[src/hdl/lsl_pkg.sv]
package lsl_pkg;

    localparam int EXP_TABLE_DEPTH_DEF = 256;

    localparam int CODE_W  = 8;
    localparam int CNT_W   = 12;
    localparam int D_W     = CNT_W + 1;
    localparam int R_W     = 19;
    localparam int FRAC_W  = 16;
    localparam int NUM_W   = CNT_W + FRAC_W;
    localparam int CMP_W   = CNT_W + R_W;
    localparam int BIG_W   = CNT_W + 3;
    localparam int R2_W    = 22;
    localparam int E_W     = 17;
    localparam int DK_W    = 21;
    localparam int LUX_W   = 26;
    localparam int CFG_IDX_W  = 2;
    localparam int CFG_DATA_W = 21;
    localparam int CAL_F_W    = 16;
    localparam int CAL_O_W    = 21;

    localparam logic [6:0] CODE_OVERFLOW = 7'h7f;
    localparam int EXP_K_MILLI = 181;
    localparam logic [7:0] GAIN_STD = 8'd39;
    localparam logic [7:0] GAIN_EXT = 8'd195;
    localparam int LUX_MAX = 20000000;

    typedef enum logic [1:0] {
        ST_OK       = 2'd0,
        ST_INVALID  = 2'd1,
        ST_OVERFLOW = 2'd2
    } status_t;

    typedef enum logic [CFG_IDX_W-1:0] {
        CFG_EXT_RANGE  = 2'd0,
        CFG_CAL_FACTOR = 2'd1,
        CFG_CAL_OFFSET = 2'd2
    } cfg_index_t;

    typedef struct packed {
        status_t                 status;
        logic [CNT_W-1:0]        c1;
        logic signed [D_W-1:0]   d;
        logic [CNT_W-1:0]        ad;
    } diff_t;

    typedef struct packed {
        status_t                 status;
        logic signed [D_W-1:0]   d;
        logic [CNT_W-1:0]        ad;
        logic                    big;
        logic [NUM_W-1:0]        rem;
        logic [R_W-1:0]          q;
    } div_stage_t;

    typedef struct packed {
        status_t                 status;
        logic signed [D_W-1:0]   d;
        logic                    big;
        logic [R_W-1:0]          r;
    } ratio_t;

    typedef struct packed {
        status_t                 status;
        logic signed [DK_W-1:0]  dk;
        logic [E_W-1:0]          e;
    } expo_t;

    function automatic logic [CNT_W-1:0] count_of(input logic [6:0] code);
        logic [CNT_W-1:0] base;
        logic [2:0]       chord;
        chord = code[6:4];
        case (chord)
            3'd0:    base = 12'd0;
            3'd1:    base = 12'd16;
            3'd2:    base = 12'd49;
            3'd3:    base = 12'd115;
            3'd4:    base = 12'd247;
            3'd5:    base = 12'd511;
            3'd6:    base = 12'd1039;
            3'd7:    base = 12'd2095;
            default: base = 12'd0;
        endcase
        return base + (CNT_W'(code[3:0]) << chord);
    endfunction

    // exp(-y/2^32) in Q1.16: Taylor series on y/16, then four squarings
    function automatic logic [E_W-1:0] exp_from_y(input logic [63:0] y);
        logic [63:0]  z;
        logic [63:0]  pos;
        logic [63:0]  neg;
        logic [63:0]  t;
        logic [63:0]  x;
        logic [127:0] prod;
        logic         done;
        z    = y >> 4;
        pos  = 64'd1 << 32;
        neg  = 64'd0;
        t    = 64'd1 << 32;
        done = 1'b0;
        for (int k = 1; k <= 40; k++)
        begin
            if (!done)
            begin
                prod = 128'(t) * 128'(z);
                t = 64'(prod >> 32) / 64'(k);
                if (t == 64'd0)
                    done = 1'b1;
                else if (k % 2 == 1)
                    neg = neg + t;
                else
                    pos = pos + t;
            end
        end
        x = (pos > neg) ? pos - neg : 64'd0;
        if (x > 64'hffff_ffff)
            x = 64'hffff_ffff;
        for (int n = 0; n < 4; n++)
        begin
            x = 64'((128'(x) * 128'(x)) >> 32);
        end
        return E_W'((x + 64'h8000) >> 16);
    endfunction

endpackage

[src/hdl/lsl_div.sv]
module lsl_div (
    input  logic            clk,
    input  logic            rst_n,
    input  logic            in_valid,
    output logic            in_ready,
    input  lsl_pkg::diff_t  in_data,
    output logic            out_valid,
    input  logic            out_ready,
    output lsl_pkg::ratio_t out_data
);
    import lsl_pkg::*;

    logic       v_reg  [0:R_W-1];
    logic       rdy    [0:R_W];
    div_stage_t st_reg [0:R_W-1];

    assign rdy[R_W] = out_ready;
    assign in_ready = rdy[0];
    assign out_valid = v_reg[R_W-1];

    always_comb
    begin
        out_data.status = st_reg[R_W-1].status;
        out_data.d      = st_reg[R_W-1].d;
        out_data.big    = st_reg[R_W-1].big;
        out_data.r      = st_reg[R_W-1].q;
    end

    for (genvar i = 0; i < R_W; i++)
    begin : g_stage
        localparam int B = R_W - 1 - i;
        div_stage_t       cur;
        div_stage_t       st_next;
        logic [CMP_W-1:0] dv;
        logic             v_in;

        if (i == 0)
        begin : g_first
            assign v_in = in_valid;
            always_comb
            begin
                cur.status = in_data.status;
                cur.d      = in_data.d;
                cur.ad     = in_data.ad;
                cur.big    = BIG_W'(in_data.c1) >= (BIG_W'(in_data.ad) << 3);
                cur.rem    = NUM_W'(in_data.c1) << FRAC_W;
                cur.q      = '0;
            end
        end
        else
        begin : g_next
            assign cur  = st_reg[i-1];
            assign v_in = v_reg[i-1];
        end

        assign rdy[i] = !v_reg[i] || rdy[i+1];

        always_comb
        begin
            st_next = cur;
            dv = CMP_W'(cur.ad) << B;
            if (CMP_W'(cur.rem) >= dv)
            begin
                st_next.rem  = NUM_W'(CMP_W'(cur.rem) - dv);
                st_next.q[B] = 1'b1;
            end
        end

        always_ff @(posedge clk or negedge rst_n)
        begin
            if (!rst_n)
                v_reg[i] <= 1'b0;
            else if (rdy[i])
                v_reg[i] <= v_in;
        end

        always_ff @(posedge clk)
        begin
            if (rdy[i])
                st_reg[i] <= st_next;
        end
    end

endmodule

[config.mk]
export PLATFORM = sky130hd
export DESIGN_NAME = lsl_div
export DESIGN_NICKNAME = d
export VERILOG_FILES = /design/src/hdl/lsl_pkg.sv /design/src/hdl/lsl_div.sv
export SDC_FILE = /design/constraint.sdc
export NUM_CORES = 1
export LEC_CHECK = 0
export BUFFER_PORTS_ARGS = -buffer_cell sky130_fd_sc_hd__buf_4
export CORE_UTILIZATION = 49
export CTS_CLUSTER_SIZE = 28
export DETAILED_ROUTE_END_ITERATION = 6
export GPL_ROUTABILITY_DRIVEN = 0
export PLACE_DENSITY = 0.67
export SETUP_SLACK_MARGIN = 0.4
export SYNTH_ARGS = -nofsm -noshare
export SYNTH_HDL_FRONTEND = slang
export SYNTH_SLANG_ARGS = --single-unit
[constraint.sdc]
create_clock -name clk -period 8.85 [get_ports clk]
set_clock_uncertainty 0.15 [all_clocks]
set_input_delay 1.77 -clock clk [delete_from_list [all_inputs] [get_ports clk]]
set_output_delay 1.77 -clock clk [all_outputs]
set_load 0.02 [all_outputs]
==> metrics.cfg <==
[routing]
routed-via-count = 25210
first_pass_iters = 5
drt_iter0_drc = 1248
post-route-drc-count = 0
via_per_inst = 5.160
finalWirelength_um = 74180
ant_nets = 0
post_drt_wl_per_cell_um = 15.19

[logic_synthesis]
synth-seq-area-share_pct = 67.78
synth_nets = 3648
async_flop_share_pct = 1.784
synth_mux_area_share_pct = 1.806
ys.flop_type = edfxtp_1
synth-edff-count = 1046
synth_compound_area_share_pct = 7.498
syn_inst = 3354
synth_top_family_by_area = simple AND/OR/NAND/NOR gates
synth_xor_xnor_area_share_pct = 4.543
synthesis.area_um2 = 47040
synth.distinct_cells = 77
ys_warn_count = 0
synthSimpleGateAreaFrac_pct = 8.702
synth_fa_ha_area_share_pct = 6.963
syn_area_per_cell_um2 = 14.03
ys_seq_elements = 1065

[critical_path]
cp_top_family = simple AND/OR/NAND/NOR gates
r2r_start = st_reg[15][23]
crit_required_ns = 6.93
cpMostUsedCell = buf_4
path_cells = buf_4 -> nor2b_1 -> nand2_4 -> nor2_1 -> and3_1 -> inv_2 -> nor4_1 -> buf_4 -> nand4_1 -> buf_4 -> buf_4
r2r_cells = 11
cp-start-kind = primary input
critPathKind = in -> out
r2r_end = st_reg[16][46]
slowest_delay_ns = 0.43
critical-path-slowest-cell = nor2b_1
path_buf_inv = 5
cp-end-kind = output pin
cp.arrival_ns = 4.31
cp_max_fo = 43
reg2reg_slack_ns = 4.81

[clocking]
holdBufCountCts = 0
cts_resized = 0
numClockSinks = 1065
numCtsBuffers = 104
clk_pin_slew_ns = 0.06
cts_tree = built
insertion_delay_ns = 0.68
cts_max_level = 3
cts_max_path_buffers = 3
root_buffer = clkbuf_16
cts_setup_buffers = 0

[timing]
layout_setup_ws_ns = 2.617
setup_tns_ns = 0
fmax_ghz = 0.1604
fin_crit_sh_pct = 70.43
slew_violations = 0
slew_headroom_pct = 20.01
finalHoldViolations = 0
setup_violations = 0
period_needed_ns = 6.233
tightest_slew_ns = 1.196
rsz0062_at_grt = no

[flow_run]
drv_cap = 0

[hold_path]
hold_path_depth = 0
hp-class = reg -> reg
min_to = st_reg[9][47]
hold_start = st_reg[8][47]

[pwr]
power_per_cell_area_nw_per_um2 = 332.1
clock_power_share_pct = 25.7
p_leak_nw = 20.42
p_int_mw = 12.28
p_seq_share_pct = 46.0
sw_frac_of_total_pct = 30.14
power_frac_comb_pct = 28.3
netSwitchingPower_mw = 5.297
vdd_drop_max_v = 0.0001583

[floorplan]
core_area_um2 = 95010
die_y_um = 311.9
die_x_um = 311.9
io_pins = 80
fp-row-count = 113
start_util_pct = 49.51
dieArea_um2 = 97250

[layout]
mostFrequentLayoutCells = edfxtp_1 (1046), inv_1 (293), ha_1 (233)
finalInstanceArea_um2 = 52920
final_nets = 3822
layout_commonest_cell = edfxtp_1
largest_reg_flops = 1046
area_delta_synth_final_pct = 12.49
antenna_cells = 0
drive_gt1_share_pct = 10.80

[placement]
postPlaceCellArea_um2 = 49340
dpl_worst_slack_ns = 2.608
dpl.hpwl_um = 53460
port_buffers = 79

[global_routing]
grt_pass1_wl_um = 122600
overflow = 0
grt_usage_pct = 15.41
grt_pass1_vias = 24920
antenna_found_initial = 1
grt_max_degree = 73

[status]
status = complete, no violations

-- worst max path at each step --
| stage | slack, ns | cells after the start | end | startpoint |
|---|---|---|---|---|
| 2_1_floorplan | 0.59 | 7 | in_ready | out_ready |
| 3_3_place_gp | 2.58 | 11 | in_ready | out_ready |
| 3_5_place_dp | 2.61 | 11 | in_ready | out_ready |
| 4_1_cts | 2.60 | 11 | in_ready | out_ready |
| 5_1_grt | 2.41 | 11 | in_ready | out_ready |
| 6_report | 2.62 | 11 | in_ready | out_ready |
-- per-stage QoR --
| stage | hold slack [ns] | power (mW) | utilization (%) | std cells |
|---|---|---|---|---|
| 6_report | 0.2586 | 17.57 | 55.70 | 4885 |
| 5_1_grt | 0.2569 | 18.64 | 55.70 | 4885 |
| 4_1_cts | 0.2556 | 17.72 | 55.70 | 4885 |
| 3_5_place_dp | 0.2545 | 13.12 | 51.93 | 4687 |
| 3_3_place_gp | 0.2501 | 12.99 | 51.93 | 4687 |
| 2_1_floorplan | 0.2503 | 11.92 | - | 3354 |
-- power by group through the flow --
stage	registers [mW]	logic [mW]	clock network [mW]
detailed placement	8.18	4.94	0
finish	8.08	4.98	4.51
floorplan	7.96	3.96	0
global placement	8.14	4.85	0
global route	8.24	5.58	4.82
CTS	8.10	4.98	4.64
-- per-layer routing --
layer / part of all wire (%) / vias to the layer above / global-route usage, %
met3: 3.4 / 172 / 2.103
met2: 50 / 411 / 27.25
met1: 43 / 11870 / 18.85
li1: - / 12760 / -
met5: 0 / - / 0
met4: 3.5 / 0 / 6.618
-- kinds of logic after synthesis --
kind of cell,Yosys count
buffers and inverters,337
AO/OA/AOI/OAI,563
flip-flops,1065
multiplexers,76
adder cells (fa/ha/maj),251
XOR/XNOR,244
AND/OR/NAND/NOR,818
-- Yosys cell counts (21+ instances only) --
master    count  area (um^2)
o21a_1       44        330.3
o21ai_0     156        780.8
a21oi_1     168        840.8
or3_1        24        150.1
mux2_2       63        709.4
inv_1       297         1115
nor2b_1      47        294.0
xnor2_1     125         1095
edfxtp_1   1046        31410
nand2b_1     59        369.1
nor2_1      230        863.3
nand4_1      33        206.5
ha_1        233         2915
or2_2        21        131.4
nor3_1       69        345.3
nor4_1       35        219.0
nand2_1     165        619.3
clkbuf_1     34        127.6
xor2_1      119         1042
a21o_1       43        322.8
nand3_1      52        260.3
-- layout make-up --
type / count / area, um^2
fillers: 7561 / 42090
repair buffers: 107 / 803.3
inverters: 298 / 1119
multi-input cells: 1952 / 13950
clock buffers: 117 / 2694
flip-flops and latches: 1065 / 31890
clock inverters: 81 / 890.9
well taps: 1265 / 1583
Power figures use the tool's default switching activity.
