$ cat src/hdl/lsl_pkg.sv
package lsl_pkg;

    localparam int EXP_TABLE_DEPTH_DEF = 256;

    localparam int CODE_W  = 8;
    localparam int CNT_W   = 12;
    localparam int D_W     = CNT_W + 1;
    localparam int R_W     = 19;
    localparam int FRAC_W  = 16;
    localparam int NUM_W   = CNT_W + FRAC_W;
    localparam int CMP_W   = CNT_W + R_W;
    localparam int BIG_W   = CNT_W + 3;
    localparam int R2_W    = 22;
    localparam int E_W     = 17;
    localparam int DK_W    = 21;
    localparam int LUX_W   = 26;
    localparam int CFG_IDX_W  = 2;
    localparam int CFG_DATA_W = 21;
    localparam int CAL_F_W    = 16;
    localparam int CAL_O_W    = 21;

    localparam logic [6:0] CODE_OVERFLOW = 7'h7f;
    localparam int EXP_K_MILLI = 181;
    localparam logic [7:0] GAIN_STD = 8'd39;
    localparam logic [7:0] GAIN_EXT = 8'd195;
    localparam int LUX_MAX = 20000000;

    typedef enum logic [1:0] {
        ST_OK       = 2'd0,
        ST_INVALID  = 2'd1,
        ST_OVERFLOW = 2'd2
    } status_t;

    typedef enum logic [CFG_IDX_W-1:0] {
        CFG_EXT_RANGE  = 2'd0,
        CFG_CAL_FACTOR = 2'd1,
        CFG_CAL_OFFSET = 2'd2
    } cfg_index_t;

    typedef struct packed {
        status_t                 status;
        logic [CNT_W-1:0]        c1;
        logic signed [D_W-1:0]   d;
        logic [CNT_W-1:0]        ad;
    } diff_t;

    typedef struct packed {
        status_t                 status;
        logic signed [D_W-1:0]   d;
        logic [CNT_W-1:0]        ad;
        logic                    big;
        logic [NUM_W-1:0]        rem;
        logic [R_W-1:0]          q;
    } div_stage_t;

    typedef struct packed {
        status_t                 status;
        logic signed [D_W-1:0]   d;
        logic                    big;
        logic [R_W-1:0]          r;
    } ratio_t;

    typedef struct packed {
        status_t                 status;
        logic signed [DK_W-1:0]  dk;
        logic [E_W-1:0]          e;
    } expo_t;

    function automatic logic [CNT_W-1:0] count_of(input logic [6:0] code);
        logic [CNT_W-1:0] base;
        logic [2:0]       chord;
        chord = code[6:4];
        case (chord)
            3'd0:    base = 12'd0;
            3'd1:    base = 12'd16;
            3'd2:    base = 12'd49;
            3'd3:    base = 12'd115;
            3'd4:    base = 12'd247;
            3'd5:    base = 12'd511;
            3'd6:    base = 12'd1039;
            3'd7:    base = 12'd2095;
            default: base = 12'd0;
        endcase
        return base + (CNT_W'(code[3:0]) << chord);
    endfunction

    // exp(-y/2^32) in Q1.16: Taylor series on y/16, then four squarings
    function automatic logic [E_W-1:0] exp_from_y(input logic [63:0] y);
        logic [63:0]  z;
        logic [63:0]  pos;
        logic [63:0]  neg;
        logic [63:0]  t;
        logic [63:0]  x;
        logic [127:0] prod;
        logic         done;
        z    = y >> 4;
        pos  = 64'd1 << 32;
        neg  = 64'd0;
        t    = 64'd1 << 32;
        done = 1'b0;
        for (int k = 1; k <= 40; k++)
        begin
            if (!done)
            begin
                prod = 128'(t) * 128'(z);
                t = 64'(prod >> 32) / 64'(k);
                if (t == 64'd0)
                    done = 1'b1;
                else if (k % 2 == 1)
                    neg = neg + t;
                else
                    pos = pos + t;
            end
        end
        x = (pos > neg) ? pos - neg : 64'd0;
        if (x > 64'hffff_ffff)
            x = 64'hffff_ffff;
        for (int n = 0; n < 4; n++)
        begin
            x = 64'((128'(x) * 128'(x)) >> 32);
        end
        return E_W'((x + 64'h8000) >> 16);
    endfunction

endpackage

$ cat src/hdl/lsl_round.sv
module lsl_round (
    input  logic                               clk,
    input  logic                               rst_n,
    input  logic [lsl_pkg::CAL_F_W-1:0]        cal_factor,
    input  logic signed [lsl_pkg::CAL_O_W-1:0] cal_offset,
    input  logic                               in_valid,
    output logic                               in_ready,
    input  lsl_pkg::expo_t                     in_data,
    output logic                               out_valid,
    input  logic                               out_ready,
    output lsl_pkg::status_t                   status,
    output logic signed [lsl_pkg::LUX_W-1:0]   lux
);
    import lsl_pkg::*;

    localparam int V_W   = DK_W + E_W + 1;
    localparam int MAG_W = V_W - 1;
    localparam int M_W   = 21;
    localparam int KP_W  = M_W + 19;
    localparam int L_W   = M_W + 7;
    localparam int G_W   = 25;
    localparam int GP_W  = L_W + CAL_F_W;
    localparam int S_W   = G_W + 2;

    typedef enum logic [1:0] {
        UNIT_1   = 2'd0,
        UNIT_10  = 2'd1,
        UNIT_100 = 2'd2
    } unit_t;

    logic v_reg [0:5];
    logic rdy   [0:6];

    status_t              s1_st_reg, s2_st_reg, s3_st_reg, s4_st_reg, s5_st_reg, s6_st_reg;
    status_t              s2_st_next;
    logic signed [V_W-1:0] s1_v_reg;
    logic                 s2_neg_reg, s3_neg_reg;
    unit_t                s2_unit_reg, s2_unit_next, s3_unit_reg;
    logic [M_W-1:0]       s2_m_reg, s2_m_next, s3_m_reg;
    logic [M_W-1:0]       s3_q_reg, s3_q_next;
    logic [M_W-1:0]       s4_l_reg, s4_l_next;
    logic [G_W-1:0]       s5_g_reg;
    logic signed [LUX_W-1:0] s6_lux_reg, s6_lux_next;

    logic [MAG_W-1:0]     mag;
    logic [MAG_W:0]       msum;
    logic [MAG_W-1:0]     half;
    logic [KP_W-1:0]      kprod;
    logic [L_W-1:0]       l0, rem, unit_val;
    logic [GP_W-1:0]      gp;
    logic signed [S_W-1:0] sum;

    assign rdy[6] = out_ready;
    for (genvar k = 0; k < 6; k++)
    begin : g_rdy
        assign rdy[k] = !v_reg[k] || rdy[k+1];
    end
    assign in_ready  = rdy[0];
    assign out_valid = v_reg[5];
    assign status    = s6_st_reg;
    assign lux       = s6_lux_reg;

    // magnitude, rounding unit, pre-rounded centilux
    always_comb
    begin
        mag = MAG_W'(s1_v_reg[V_W-1] ? -s1_v_reg : s1_v_reg);
        if (mag > MAG_W'(64'd655360000))
        begin
            s2_unit_next = UNIT_100;
            half = MAG_W'(64'd3276800);
        end
        else if (mag > MAG_W'(64'd65536000))
        begin
            s2_unit_next = UNIT_10;
            half = MAG_W'(64'd327680);
        end
        else
        begin
            s2_unit_next = UNIT_1;
            half = MAG_W'(64'd32768);
        end
        msum = (MAG_W+1)'(mag) + (MAG_W+1)'(half);
        s2_m_next = M_W'(msum >> FRAC_W);
        s2_st_next = s1_st_reg;
        if (s1_st_reg == ST_OK && s1_v_reg[V_W-1] && mag >= MAG_W'(64'd32768))
            s2_st_next = ST_INVALID;
    end

    // quotient estimate by reciprocal, low by at most one
    always_comb
    begin
        case (s2_unit_reg)
            UNIT_100: kprod = KP_W'(s2_m_reg) * KP_W'(41943);
            UNIT_10:  kprod = KP_W'(s2_m_reg) * KP_W'(419430);
            default:  kprod = KP_W'(s2_m_reg) << 22;
        endcase
        s3_q_next = M_W'(kprod >> 22);
    end

    always_comb
    begin
        case (s3_unit_reg)
            UNIT_100: unit_val = L_W'(100);
            UNIT_10:  unit_val = L_W'(10);
            default:  unit_val = L_W'(1);
        endcase
        l0  = L_W'(s3_q_reg) * unit_val;
        rem = L_W'(s3_m_reg) - l0;
        s4_l_next = M_W'((rem >= unit_val) ? l0 + unit_val : l0);
        if (s3_neg_reg || s3_st_reg != ST_OK)
            s4_l_next = '0;
    end

    always_comb
    begin
        gp  = GP_W'(s4_l_reg) * GP_W'(cal_factor) + GP_W'(2048);
        sum = $signed({2'b00, s5_g_reg}) + S_W'(cal_offset);
        if (sum > S_W'(LUX_MAX))
            s6_lux_next = LUX_W'(LUX_MAX);
        else if (sum < -S_W'(LUX_MAX))
            s6_lux_next = -LUX_W'(LUX_MAX);
        else
            s6_lux_next = LUX_W'(sum);
        if (s5_st_reg != ST_OK)
            s6_lux_next = '0;
    end

    always_ff @(posedge clk or negedge rst_n)
    begin
        if (!rst_n)
        begin
            for (int k = 0; k < 6; k++)
            begin
                v_reg[k] <= 1'b0;
            end
        end
        else
        begin
            if (rdy[0]) v_reg[0] <= in_valid;
            if (rdy[1]) v_reg[1] <= v_reg[0];
            if (rdy[2]) v_reg[2] <= v_reg[1];
            if (rdy[3]) v_reg[3] <= v_reg[2];
            if (rdy[4]) v_reg[4] <= v_reg[3];
            if (rdy[5]) v_reg[5] <= v_reg[4];
        end
    end

    always_ff @(posedge clk)
    begin
        if (rdy[0])
        begin
            s1_st_reg <= in_data.status;
            s1_v_reg  <= V_W'(in_data.dk) * V_W'($signed({1'b0, in_data.e}));
        end
        if (rdy[1])
        begin
            s2_st_reg   <= s2_st_next;
            s2_neg_reg  <= s1_v_reg[V_W-1];
            s2_unit_reg <= s2_unit_next;
            s2_m_reg    <= s2_m_next;
        end
        if (rdy[2])
        begin
            s3_st_reg   <= s2_st_reg;
            s3_neg_reg  <= s2_neg_reg;
            s3_unit_reg <= s2_unit_reg;
            s3_m_reg    <= s2_m_reg;
            s3_q_reg    <= s3_q_next;
        end
        if (rdy[3])
        begin
            s4_st_reg <= s3_st_reg;
            s4_l_reg  <= s4_l_next;
        end
        if (rdy[4])
        begin
            s5_st_reg <= s4_st_reg;
            s5_g_reg  <= gp[12 +: G_W];
        end
        if (rdy[5])
        begin
            s6_st_reg  <= s5_st_reg;
            s6_lux_reg <= s6_lux_next;
        end
    end

endmodule

$ cat config.mk
export PLATFORM = sky130hd
export DESIGN_NAME = lsl_round
export DESIGN_NICKNAME = d
export VERILOG_FILES = /design/src/hdl/lsl_pkg.sv /design/src/hdl/lsl_round.sv
export SDC_FILE = /design/constraint.sdc
export NUM_CORES = 2
export LEC_CHECK = 0
export BUFFER_PORTS_ARGS = -buffer_cell sky130_fd_sc_hd__buf_2
export CORE_MARGIN = 4
export CORE_UTILIZATION = 41
export DETAILED_ROUTE_END_ITERATION = 16
export GPL_ROUTABILITY_DRIVEN = 0
export GPL_TIMING_DRIVEN = 1
export HOLD_SLACK_MARGIN = 0.06
export PLACE_DENSITY = 0.59
export SKIP_CTS_REPAIR_TIMING = 1
export SYNTH_ARGS = -nofsm -noshare
export SYNTH_HDL_FRONTEND = slang
export SYNTH_SLANG_ARGS = --single-unit
$ cat constraint.sdc
create_clock -name clk -period 10.7 [get_ports clk]
set_clock_uncertainty 0.1 [all_clocks]
set_input_delay 1.07 -clock clk [delete_from_list [all_inputs] [get_ports clk]]
set_output_delay 1.07 -clock clk [all_outputs]
set_load 0.01 [all_outputs]
==> metrics.md <==
| Metric | Value |
|---|---|
| Top FF cell, synth | edfxtp_1 |
| Status | complete, no violations |
| Multi-input gate area | between 30000 and 40000 um^2 |
| Total track usage | between 20% and 30% |
| Element type at the critical path end | flop |
| H-tree Lvls | 4 |
| Clk pin slew, worst setup/hold paths | about 0.07 ns |
| First-pass GRT wire length | roughly 200000 um |
| IO Port Bufs | 110 |
| R2r setup slk | between 1 and 1.5 ns |
| WP data arrival | around 10 ns |
| Fin crit share | around 90% |
| CP peak stage delay | between 0.5 and 0.6 ns |
| I/O Pins | 111 |
| Most common cell on crit path | inv_1 |
| Critical Setup Path Class | flop to flop |
| R2R depth | 33 |
| CP required | around 11 ns |
| FMAX | just over 100 MHz |
| Largest net degree at the start of global routing | 46 |
| Initial Util | 41.5% |
| Layout cell share with drive strength beyond 1 | 4.23% |
| FF+latch count, synth | roughly 200 |
| CORE AREA | approximately 120000 um^2 |
| Grt ovf | 0 |
| CTS tree | built |
| Filler Cells Inserted | ~12000 |
| Netlist Area Pre-Place | around 50000 um^2 |
| Clk_lat worst skew | slightly below 0.5 ns |
| Yosys warning count | 0 |
| Sequential fraction of the synthesis area | a little under an eighth |
| Via density | 5.11 |
| R2R Path End | s4_l_reg[20] |
| Relative slew slack | between 20% and 30% |
| Fin nets | roughly 7000 |
| Row Count | between 100 and 150 |
| Final setup violation count | 0 |
| Antenna Nets Post-Route | 0 |
| RSZ-0062 raised after global routing | no |
| Drt pass-1 iters | 8 |
| Detailed-route wire length per cell | 17.9 um |
| Via count | between 30000 and 40000 |
| Largest cells by area after synthesis | fa_1 38%, ha_1 16%, edfxtp_1 11%, inv_1 8.9%, nand2_1 4.1% |
| Buffer type at the clock tree root | clkbuf_16 |
| Commonest non-fill, non-tap cell in the layout | inv_1 |
| Register area | 5830 um^2 |
| Crit path max fanout | 17 |
| CTS Buf Count | 17 |
| Least-Margin Pin Slew | 1.08 ns |
| Largest register FFs | 39 |
| Die ar. | 128000 um^2 |
| Yosys top cell area share | a little under two fifths |
| Iter 0 DRT Violations | about 1900 |
| Reg-to-reg startpoint | s3_unit_reg[1] |
| EDFF count, synth | 189 |
| Min-Delay Path Class | input port to asynchronous set/reset pin |
| Worst setup SP type | flop |
| Post-synthesis net count | between 6000 and 7000 |
| DRC violations left | 0 |
| Slowest CP cell | fa_1 |
| Final HPWL DP | 101000 um |
| Most frequent cells in the layout | 1193 x inv_1, 957 x fa_1, 639 x ha_1, 551 x nand2_1, 318 x and2_1 |
| Fraction of registers with async set/reset | ~3.1% |
| Largest area contributor in the netlist | fa_1 |
| Clk sinks | roughly 200 |
| Bufs on Longest Clock Path | 2 |
| Mapped Cells | 5209 |
| Area grow syn2layout | 5.57% |
| Max_cap viols | 0 |
| Endpoints failing hold | 0 |
| Pins Over Slew Limit | 0 |
| Initial antenna violation count | 6 |
| Post-Route WL | about 120000 um |
| Die H | about 360 um |
| Setup TNS | 0 ns |
| Mean Syn Cell Area | 9.62 um^2 |
| Vias in the first global route | ~37000 |
| Min Tclk post-route | between 9 and 10 ns |
| Die width | about 360 um |
| Post-synth cell types | 93 |
-- layer usage --
layer	share of wire (%)	track usage, %	wire length [um]
met1	45	27.3	54900
met2	47	33.2	57400
met3	6.3	3.92	7730
met4	2.0	4.34	2440
met5	0.017	0	21
-- synthesized netlist by cell type, types with 26 or more instances --
library cell / n
a21o_1: 66
a21oi_1: 143
and2_1: 318
and3_1: 31
clkbuf_1: 143
edfxtp_1: 189
fa_1: 957
ha_1: 639
inv_1: 1194
nand2_1: 551
nand2b_1: 27
nand3_1: 40
nor2_1: 149
nor2b_1: 33
nor3_1: 52
o21a_1: 26
o21ai_0: 95
xnor2_1: 131
xor2_1: 59
-- cell type report --
cell class / count / share of cell area (%)
antenna: 1 / 0.00473
inverter: 1194 / 8.47
clock buffer: 19 / 0.818
multi-input combinational: 3670 / 74.2
clock inverter: 13 / 0.281
timing repair buffer: 138 / 1.44
tap: 1612 / 3.81
sequential: 195 / 11.0
-- kinds of logic (layout without fill, tap and decap cells) --
| kind of cell | after synthesis | after routing | synth area share (%) |
|---|---|---|---|
| other | 0 | 1 | 0 |
| flip-flops | 195 | 195 | 11.6 |
| multiplexers | 16 | 16 | 0.330 |
| XOR/XNOR | 192 | 192 | 3.39 |
| adder cells (fa/ha/maj) | 1600 | 1600 | 54.3 |
| AND/OR/NAND/NOR | 1326 | 1326 | 13.1 |
| AO/OA/AOI/OAI | 536 | 536 | 7.17 |
| buffers and inverters | 1344 | 1364 | 10.1 |
-- through the flow --
| step | setup slack [ns] | hold WS (ns) | util, % | cell area [um^2] | instances |
|---|---|---|---|---|---|
| final | 1.04 | 0.296 | 43.9 | 52900 | 6842 |
| after global routing | 0.299 | 0.267 | 43.9 | 52900 | 6841 |
| after CTS | 1.15 | 0.258 | 43.9 | 52900 | 6841 |
| after detailed placement | 1.18 | 0.305 | 43.4 | 52300 | 6809 |
| after global placement | 1.36 | 0.303 | 43.4 | 52300 | 6809 |
| after floorplan | 2.49 | 0.300 | - | 50100 | 5209 |
-- worst max-delay path: cells and delay by family (launching register included) --
kind | cells | cell delay [ns]
fa+ha+maj | 7 | 3.21
compound gates | 11 | 2.83
simple gates | 7 | 1.78
buf+inv | 7 | 1.01
flops | 1 | 0.39
xor+xnor | 1 | 0.20
-- worst max path at each step --
stage / start / end / slack (ns) / cells past startpoint
2_1_floorplan: s3_unit_reg[1] / s4_l_reg[11] / 2.49 / 35
3_3_place_gp: s3_unit_reg[1] / s4_l_reg[20] / 1.36 / 33
3_5_place_dp: s3_unit_reg[1] / s4_l_reg[20] / 1.18 / 33
4_1_cts: s3_unit_reg[1] / s4_l_reg[20] / 1.15 / 33
5_1_grt: s3_unit_reg[1] / s4_l_reg[20] / 0.30 / 33
6_report: s3_unit_reg[1] / s4_l_reg[20] / 1.04 / 33
Power is left out: the tool's default activity adds up to more than one toggle a clock period on the data nets, which glitch-free logic cannot reach.
