**src/hdl/lsl_pkg.sv**
```systemverilog
package lsl_pkg;

    localparam int EXP_TABLE_DEPTH_DEF = 256;

    localparam int CODE_W  = 8;
    localparam int CNT_W   = 12;
    localparam int D_W     = CNT_W + 1;
    localparam int R_W     = 19;
    localparam int FRAC_W  = 16;
    localparam int NUM_W   = CNT_W + FRAC_W;
    localparam int CMP_W   = CNT_W + R_W;
    localparam int BIG_W   = CNT_W + 3;
    localparam int R2_W    = 22;
    localparam int E_W     = 17;
    localparam int DK_W    = 21;
    localparam int LUX_W   = 26;
    localparam int CFG_IDX_W  = 2;
    localparam int CFG_DATA_W = 21;
    localparam int CAL_F_W    = 16;
    localparam int CAL_O_W    = 21;

    localparam logic [6:0] CODE_OVERFLOW = 7'h7f;
    localparam int EXP_K_MILLI = 181;
    localparam logic [7:0] GAIN_STD = 8'd39;
    localparam logic [7:0] GAIN_EXT = 8'd195;
    localparam int LUX_MAX = 20000000;

    typedef enum logic [1:0] {
        ST_OK       = 2'd0,
        ST_INVALID  = 2'd1,
        ST_OVERFLOW = 2'd2
    } status_t;

    typedef enum logic [CFG_IDX_W-1:0] {
        CFG_EXT_RANGE  = 2'd0,
        CFG_CAL_FACTOR = 2'd1,
        CFG_CAL_OFFSET = 2'd2
    } cfg_index_t;

    typedef struct packed {
        status_t                 status;
        logic [CNT_W-1:0]        c1;
        logic signed [D_W-1:0]   d;
        logic [CNT_W-1:0]        ad;
    } diff_t;

    typedef struct packed {
        status_t                 status;
        logic signed [D_W-1:0]   d;
        logic [CNT_W-1:0]        ad;
        logic                    big;
        logic [NUM_W-1:0]        rem;
        logic [R_W-1:0]          q;
    } div_stage_t;

    typedef struct packed {
        status_t                 status;
        logic signed [D_W-1:0]   d;
        logic                    big;
        logic [R_W-1:0]          r;
    } ratio_t;

    typedef struct packed {
        status_t                 status;
        logic signed [DK_W-1:0]  dk;
        logic [E_W-1:0]          e;
    } expo_t;

    function automatic logic [CNT_W-1:0] count_of(input logic [6:0] code);
        logic [CNT_W-1:0] base;
        logic [2:0]       chord;
        chord = code[6:4];
        case (chord)
            3'd0:    base = 12'd0;
            3'd1:    base = 12'd16;
            3'd2:    base = 12'd49;
            3'd3:    base = 12'd115;
            3'd4:    base = 12'd247;
            3'd5:    base = 12'd511;
            3'd6:    base = 12'd1039;
            3'd7:    base = 12'd2095;
            default: base = 12'd0;
        endcase
        return base + (CNT_W'(code[3:0]) << chord);
    endfunction

    // exp(-y/2^32) in Q1.16: Taylor series on y/16, then four squarings
    function automatic logic [E_W-1:0] exp_from_y(input logic [63:0] y);
        logic [63:0]  z;
        logic [63:0]  pos;
        logic [63:0]  neg;
        logic [63:0]  t;
        logic [63:0]  x;
        logic [127:0] prod;
        logic         done;
        z    = y >> 4;
        pos  = 64'd1 << 32;
        neg  = 64'd0;
        t    = 64'd1 << 32;
        done = 1'b0;
        for (int k = 1; k <= 40; k++)
        begin
            if (!done)
            begin
                prod = 128'(t) * 128'(z);
                t = 64'(prod >> 32) / 64'(k);
                if (t == 64'd0)
                    done = 1'b1;
                else if (k % 2 == 1)
                    neg = neg + t;
                else
                    pos = pos + t;
            end
        end
        x = (pos > neg) ? pos - neg : 64'd0;
        if (x > 64'hffff_ffff)
            x = 64'hffff_ffff;
        for (int n = 0; n < 4; n++)
        begin
            x = 64'((128'(x) * 128'(x)) >> 32);
        end
        return E_W'((x + 64'h8000) >> 16);
    endfunction

endpackage

```
**src/hdl/lsl_decode.sv**
```systemverilog
module lsl_decode (
    input  logic                       clk,
    input  logic                       rst_n,
    input  logic                       in_valid,
    output logic                       in_ready,
    input  logic [lsl_pkg::CODE_W-1:0] ch0_code,
    input  logic [lsl_pkg::CODE_W-1:0] ch1_code,
    output logic                       out_valid,
    input  logic                       out_ready,
    output lsl_pkg::diff_t             out_data
);
    import lsl_pkg::*;

    logic             v_reg [0:1];
    logic             rdy   [0:2];
    status_t          st_reg,  st_next;
    logic [CNT_W-1:0] c0_reg,  c0_next;
    logic [CNT_W-1:0] c1_reg,  c1_next;
    diff_t            dif_reg, dif_next;

    assign rdy[2] = out_ready;
    assign rdy[1] = !v_reg[1] || rdy[2];
    assign rdy[0] = !v_reg[0] || rdy[1];
    assign in_ready  = rdy[0];
    assign out_valid = v_reg[1];
    assign out_data  = dif_reg;

    always_comb
    begin
        st_next = ST_OK;
        if (!ch0_code[7])
            st_next = ST_INVALID;
        else if (ch0_code[6:0] == CODE_OVERFLOW)
            st_next = ST_OVERFLOW;
        else if (!ch1_code[7])
            st_next = ST_INVALID;
        else if (ch1_code[6:0] == CODE_OVERFLOW)
            st_next = ST_OVERFLOW;
        c0_next = count_of(ch0_code[6:0]);
        c1_next = count_of(ch1_code[6:0]);
    end

    always_comb
    begin
        dif_next.status = st_reg;
        dif_next.c1     = c1_reg;
        dif_next.d      = $signed({1'b0, c0_reg}) - $signed({1'b0, c1_reg});
        dif_next.ad     = dif_next.d[D_W-1] ? CNT_W'(-dif_next.d) : CNT_W'(dif_next.d);
    end

    always_ff @(posedge clk or negedge rst_n)
    begin
        if (!rst_n)
        begin
            v_reg[0] <= 1'b0;
            v_reg[1] <= 1'b0;
        end
        else
        begin
            if (rdy[0])
                v_reg[0] <= in_valid;
            if (rdy[1])
                v_reg[1] <= v_reg[0];
        end
    end

    always_ff @(posedge clk)
    begin
        if (rdy[0])
        begin
            st_reg <= st_next;
            c0_reg <= c0_next;
            c1_reg <= c1_next;
        end
        if (rdy[1])
            dif_reg <= dif_next;
    end

endmodule

```
**config.mk**
```make
export PLATFORM = sky130hd
export DESIGN_NAME = lsl_decode
export DESIGN_NICKNAME = d
export VERILOG_FILES = /design/src/hdl/lsl_pkg.sv /design/src/hdl/lsl_decode.sv
export SDC_FILE = /design/constraint.sdc
export NUM_CORES = 1
export LEC_CHECK = 0
export BUFFER_PORTS_ARGS = -buffer_cell sky130_fd_sc_hd__clkbuf_2
export CAP_MARGIN = 20
export CORE_AREA = 2 2 71 106
export DETAILED_ROUTE_END_ITERATION = 8
export DIE_AREA = 0 0 73 108
export PLACE_DENSITY = 0.82
export SETUP_SLACK_MARGIN = 0.4
export SYNTH_ARGS = -nofsm -noshare
export SYNTH_HDL_FRONTEND = slang
export SYNTH_SLANG_ARGS = --single-unit
```
**constraint.sdc**
```tcl
create_clock -name clk -period 6.8 [get_ports clk]
set_clock_uncertainty 0.15 [all_clocks]
set_input_delay 0.34 -clock clk [delete_from_list [all_inputs] [get_ports clk]]
set_output_delay 0.34 -clock clk [all_outputs]
set_load 0.05 [all_outputs]
```
==> results of run 1 <==
## cells by family after synthesis
| family | after synthesis | synth area share, % |
|---|---|---|
| buffers and inverters | 49 | 4.48 |
| AO/OA/AOI/OAI | 80 | 12.5 |
| XOR/XNOR | 36 | 7.53 |
| flip-flops | 66 | 47.1 |
| multiplexers | 6 | 1.43 |
| AND/OR/NAND/NOR | 144 | 16.3 |
| adder cells (fa/ha/maj) | 34 | 10.7 |
## critical path, delay by kind of cell, from the launching register on
| family | cells | cell delay [ps] |
|---|---|---|
| and+or+nand+nor | 4 | 760 |
| adders and majority gates | 2 | 650 |
| AOI/OAI and AO/OA | 2 | 460 |
| DFF | 1 | 380 |
| xor gates and xnor gates | 2 | 290 |
## metal layers
| layer | GRT usage [%] | up-vias |
|---|---|---|
| li1 | - | 1596 |
| met4 | 8.60 | 0 |
| met1 | 21.4 | 1448 |
| met5 | 0 | - |
| met3 | 3.73 | 12 |
| met2 | 40.0 | 73 |
## how the worst min path moves through the flow
stage                     startpoint        end  slack [ps]  depth (start not counted)
after CTS                   in_valid   v_reg[1]          20                          2
after detailed placement       rst_n   v_reg[1]         -20                          1
final                       in_valid   v_reg[1]          30                          2
after global routing        in_valid   v_reg[1]          30                          2
after global placement         rst_n  out_valid         -20                          1
after floorplan                rst_n  out_valid        -110                          0
## cell usage after synthesis (2+ instances only)
master    number  area, sq um
edfxtp_1      64         1920
nand2_1       41          154
nor2_1        39          146
inv_1         36          135
xnor2_1       32          280
ha_1          31          388
o21ai_0       23          115
a21oi_1       19         95.1
nand3_1       17         85.1
nand2b_1      10         62.6
nor3_1        10         50.1
clkbuf_1       9         33.8
o21a_1         7         52.6
mux2i_1        6         60.1
nor2b_1        6         37.5
o211ai_1       6         45.0
and2_1         5         31.3
a31oi_1        4         25.0
a41oi_1        4         35.0
and3_1         4         25.0
nand3b_1       4         30.0
xor2_1         4         35.0
fa_1           3         60.1
o31ai_1        3         22.5
a21o_1         2         15.0
a311oi_2       2         30.0
dfrtp_1        2         50.1
nor3b_1        2         15.0
o22ai_1        2         12.5
or2_2          2         12.5
## power by group
part	internal, mW	total (mW)	switching (mW)
clock network	0.142	0.285	0.143
logic	0.249	0.834	0.585
registers	0.603	0.634	0.0310
total	0.994	1.75	0.759
## through the flow
| stage | util (%) | instance area [sq um] |
|---|---|---|
| floorplan | - | 4190 |
| global placement | 66.0 | 4550 |
| detailed placement | 66.0 | 4550 |
| CTS | 68.7 | 4740 |
| global route | 68.7 | 4740 |
| finish | 68.7 | 4740 |
## what timing repair did
| action | 4_1_cts | 5_1_grt |
|---|---|---|
| hold buffers | 1 | 0 |
| hold endpoints to repair | 2 | 0 |
| resized for setup | 0 | 0 |
## layout make-up
type	instances	share of cell area, %
Tap cell	78	2.06
Multi-Input combinational cell	300	42.9
Clock buffer	10	2.90
Inverter	38	3.01
Clock inverter	6	0.871
Timing Repair Buffer	62	6.70
Sequential cell	66	41.6
==> qor.yml, run 1 <==
status: "finished clean"
multi_input_area_sq_mm: 0.00203
grt_pass1_wl_um: 12700
holdWs_ps: 29.6
cts_max_path_buffers: 2
dpl_worst_slack_ps: 3750
tns_ps: 0
synth-edff-count: 64
highest_layer: "met4"
htreeDepth: 3
relSlewSlack_pct: 40.4
rr_endpoint: "out_data[11]"
synthCells: 415
endpoint: "out_data[11]"
powerDensity_mw_per_mm2: 370
slowest_delay_ps: 400
route.met3.wl_um: 203
m1WireLength_um: 3010
worst_path_max_delay_cell: "fa_1"
die_x_um: 73
maxCapViolCount: 0
antenna_found_initial: 0
finalMaxSlewViolations: 0
diodes: 0
finalHoldViolations: 0
die_y_um: 108
final_cell_mix: "edfxtp_1 (64), clkbuf_2 (60), nand2_1 (41)"
layout-drive-gt1-share_pct: 18.3
fin_ws_ps: 3850
mostFrequentLayoutCell: "edfxtp_1"
async_flop_share_pct: 3.03
drc: 0
ys_seq_area_share_pct: 47.1
crit_start: "c1_reg[0]"
cts_sinks: 66
synth_flop_cell: "edfxtp_1"
pin_count: 61
portBuffers: 60
area_growth_pct: 13.2
fp-row-count: 37
layout.nets: 531
rsz0062_at_grt: "false"
largest_reg_flops: 38
drt_iter0_markers: 128
worst_pin_slew_ps: 893
first_global_vias: 2965
power_mw: 1.75
end_kind: "register"
core-area_sq_mm: 0.00690
drtAntennaViolNets: 0
cp_max_fo: 4
finalCritPeriodShare_pct: 43.4
ir_drop_v: 0.000203
nFillCells: 531
ys_ff_latch: 66
postSynthAreaPerCell_sq_um: 10.1
start_util_pct: 60.7
final_cells: 560
critPathArrivalTime_ps: 2880
place.gp.congestion: 0.898
fmax_mhz: 339
wl_um: 7670
yosys_warnings: 0
regArea_sq_mm: 0.00197
startpoint_type: "register"
syn_area_sq_mm: 0.00419
rrSetupSlack_ps: 3850
wl_per_cell_um: 13.7
cp_cell_sequence: "ha_1, fa_1, nand2b_1, a21oi_1, nor3_1, xnor2_1, nor3_1, nand3_1, o31ai_2, xnor2_1"
worstPathRequired_ps: 6730
grt_max_degree: 40
clk_latency_ps: 340
p_leak_nw: 2.05
cts_setup_buffers: 0
tritoncts: "done"
overflow: 0
mappedNetlistNets: 469
dieArea_sq_mm: 0.00788
grt_usage_pct: 20.8
dr.pass1.iters: 4
hold_class: "primary input to register"
setup_viol: 0
route.met2.wl_um: 4310
cts_buffers: 9
r2r_cells: 10
root_buffer: "clkbuf_8"
synth_cell_types: 46
path_clk_slew_ps: 70
critPathKind: "register to register"
dp_hpwl_um: 6040
dp_cells: 543
rr_startpoint: "c1_reg[0]"
avgViaCountPerCell: 5.59
post-route-min-period_ps: 2950
vias: 3129
No activity file was read; power rests on OpenSTA's default activity.
==> inputs of run 2 (changes only) <==
ABC_AREA = 1   (was not set)
CORE_AREA = 2 2 75 113   (was 2 2 71 106)
DIE_AREA = 0 0 77 115   (was 0 0 73 108)
PLACE_DENSITY = 0.79   (was 0.82)
clock period = 3 ns   (was 6.8 ns; I/O delays follow)
==> qor.yml, run 2 <==
p_leak_nw: 2.75
final_cell_mix: "nand2_1 (136), inv_1 (91), edfxtp_1 (64)"
seqPwrFrac_pct: 31.3
htreeDepth: 3
synth_cell_types: 35
portBuffers: 60
synthCells: 548
mappedNetlistNets: 602
synth_top_cells_by_count: "nand2_1 (136), inv_1 (93), edfxtp_1 (64)"
rrSetupSlack_ps: 490
dp_hpwl_um: 7290
holdWs_ps: 48.8
ys_seq_area_share_pct: 43.4
ir_drop_v: 0.000513
critPathArrivalTime_ps: 2440
status: "finished clean"
post-route-min-period_ps: 2510
finalCritPeriodShare_pct: 83.7
maxCapViolCount: 0
async_flop_share_pct: 3.03
cp_max_fo: 3
critPathKind: "register to register"
rsz0062_at_grt: "false"
tns_ps: 0
pin_count: 61
core-area_sq_mm: 0.00791
synth.most_common_cell: "nand2_1"
synth_top_area_share_pct: 42.3
grt_usage_pct: 21.5
drc: 0
cts_buffers: 9
sw_frac_of_total_pct: 42.5
drt_iter0_markers: 170
powerDensity_mw_per_mm2: 849
layout-drive-gt1-share_pct: 19.8
finalHoldViolations: 0
die_y_um: 115
cts_sinks: 66
wl_per_cell_um: 12.5
place.gp.congestion: 0.949
p_comb_share_pct: 45.9
yosys.area.top_type: "edfxtp_1"
setup_viol: 0
fmax_mhz: 398
vias: 3763
antenna_found_initial: 0
worst_pin_slew_ps: 449
clock_power_share_pct: 22.8
finalMaxSlewViolations: 0
largest_reg_flops: 38
p_int_mw: 2.62
switchingPower_mw: 1.93
synth_flop_cell: "edfxtp_1"
first_global_vias: 3664
end_kind: "register"
layout.nets: 675
diodes: 0
drtAntennaViolNets: 0
cts_max_path_buffers: 2
wl_um: 9170
overflow: 0
hold_class: "primary input to register"
dpl_worst_slack_ps: 438
worstPathRequired_ps: 2930
yosys-top-cells-area: "edfxtp_1 (42%), nand2_1 (11%), ha_1 (8.5%)"
ys_ff_latch: 66
avgViaCountPerCell: 5.15
syn_area_sq_mm: 0.00454
die_x_um: 77
path_clk_slew_ps: 50
grt_pass1_wl_um: 14900
root_buffer: "clkbuf_16"
clk_latency_ps: 320
dieArea_sq_mm: 0.00886
area_growth_pct: 17.9
grt_max_degree: 40
synth-edff-count: 64
fin_ws_ps: 489
tritoncts: "done"
fp-row-count: 40
dr.pass1.iters: 4
start_util_pct: 57.4
relSlewSlack_pct: 69.8
mostFrequentLayoutCell: "nand2_1"
yosys_warnings: 0
postSynthAreaPerCell_sq_um: 8.29
startpoint_type: "register"
## run 2: timing repair
action / in CTS / in global routing
setup buffers: 0 / 1
endpoints found under the setup margin: 0 / 5
resized for setup: 0 / 13
hold endpoints to repair: 4 / 0
hold buffers: 4 / 0
## run 2: area by class of cell
| cell class | instances | area (sq um) |
|---|---|---|
| multi-input cells | 375 | 2200 |
| clock buffers | 14 | 274 |
| inverters | 102 | 385 |
| repair buffers | 67 | 363 |
| fillers | 655 | 2550 |
| flip-flops and latches | 66 | 1970 |
| clock inverters | 2 | 35.0 |
| well taps | 105 | 131 |
## run 2: metrics by stage
step	instances	area, sq um	util (%)	power, mW
after global routing	731	5360	67.7	4.81
after CTS	730	5300	67.0	4.51
after global placement	710	4950	62.6	3.40
final	731	5360	67.7	4.55
after floorplan	548	4540	-	3.07
after detailed placement	710	4950	62.6	3.46
## run 2: metal layers
| metal | vias up | track usage [%] | share of wire [%] |
|---|---|---|---|
| met5 | - | 0 | 0 |
| met4 | 0 | 14.4 | 3.8 |
| met3 | 27 | 3.92 | 3.4 |
| met2 | 123 | 42.4 | 56 |
| met1 | 1696 | 19.5 | 36 |
| li1 | 1917 | - | - |
## run 2: worst max-delay path, stage by stage, from the launching register on
cell and delay (ps):
edfxtp_1 400, ha_2 210, fa_2 570, nand2_1 90, a21oi_2 180, nand3_2 120, nor2_4 130, nand3_4 100
o21bai_4 140, nand2_1 70, nand2_1 60, nand2_1 50
## run 2: worst paths after layout
kind	endpoint	startpoint	cells after the start
min reg2reg	out_data[38]	st_reg[1]	0
min	st_reg[0]	ch1_code[7]	4
max in group asynchronous	out_valid	rst_n	3
min in group asynchronous	v_reg[1]	rst_n	3
max reg2reg	out_data[11]	c1_reg[0]	11
max	out_data[11]	c1_reg[0]	11
## run 2: cell families after synthesis
| family | after synthesis | synth area share [%] |
|---|---|---|
| and+or+nand+nor | 255 | 24.1 |
| buffers and inverters | 107 | 9.31 |
| DFF | 66 | 43.4 |
| AOI/OAI and AO/OA | 62 | 8.65 |
| adders and majority gates | 34 | 9.86 |
| xor gates and xnor gates | 24 | 4.63 |
## run 2: power by group through the flow
stage               registers, mW  clock network, mW  logic (mW)
global route                 1.44               1.09        2.28
detailed placement           1.44                  0        2.01
finish                       1.42               1.04        2.09
CTS                          1.43               1.05        2.03
floorplan                    2.06                  0        1.01
global placement             1.44                  0        1.96
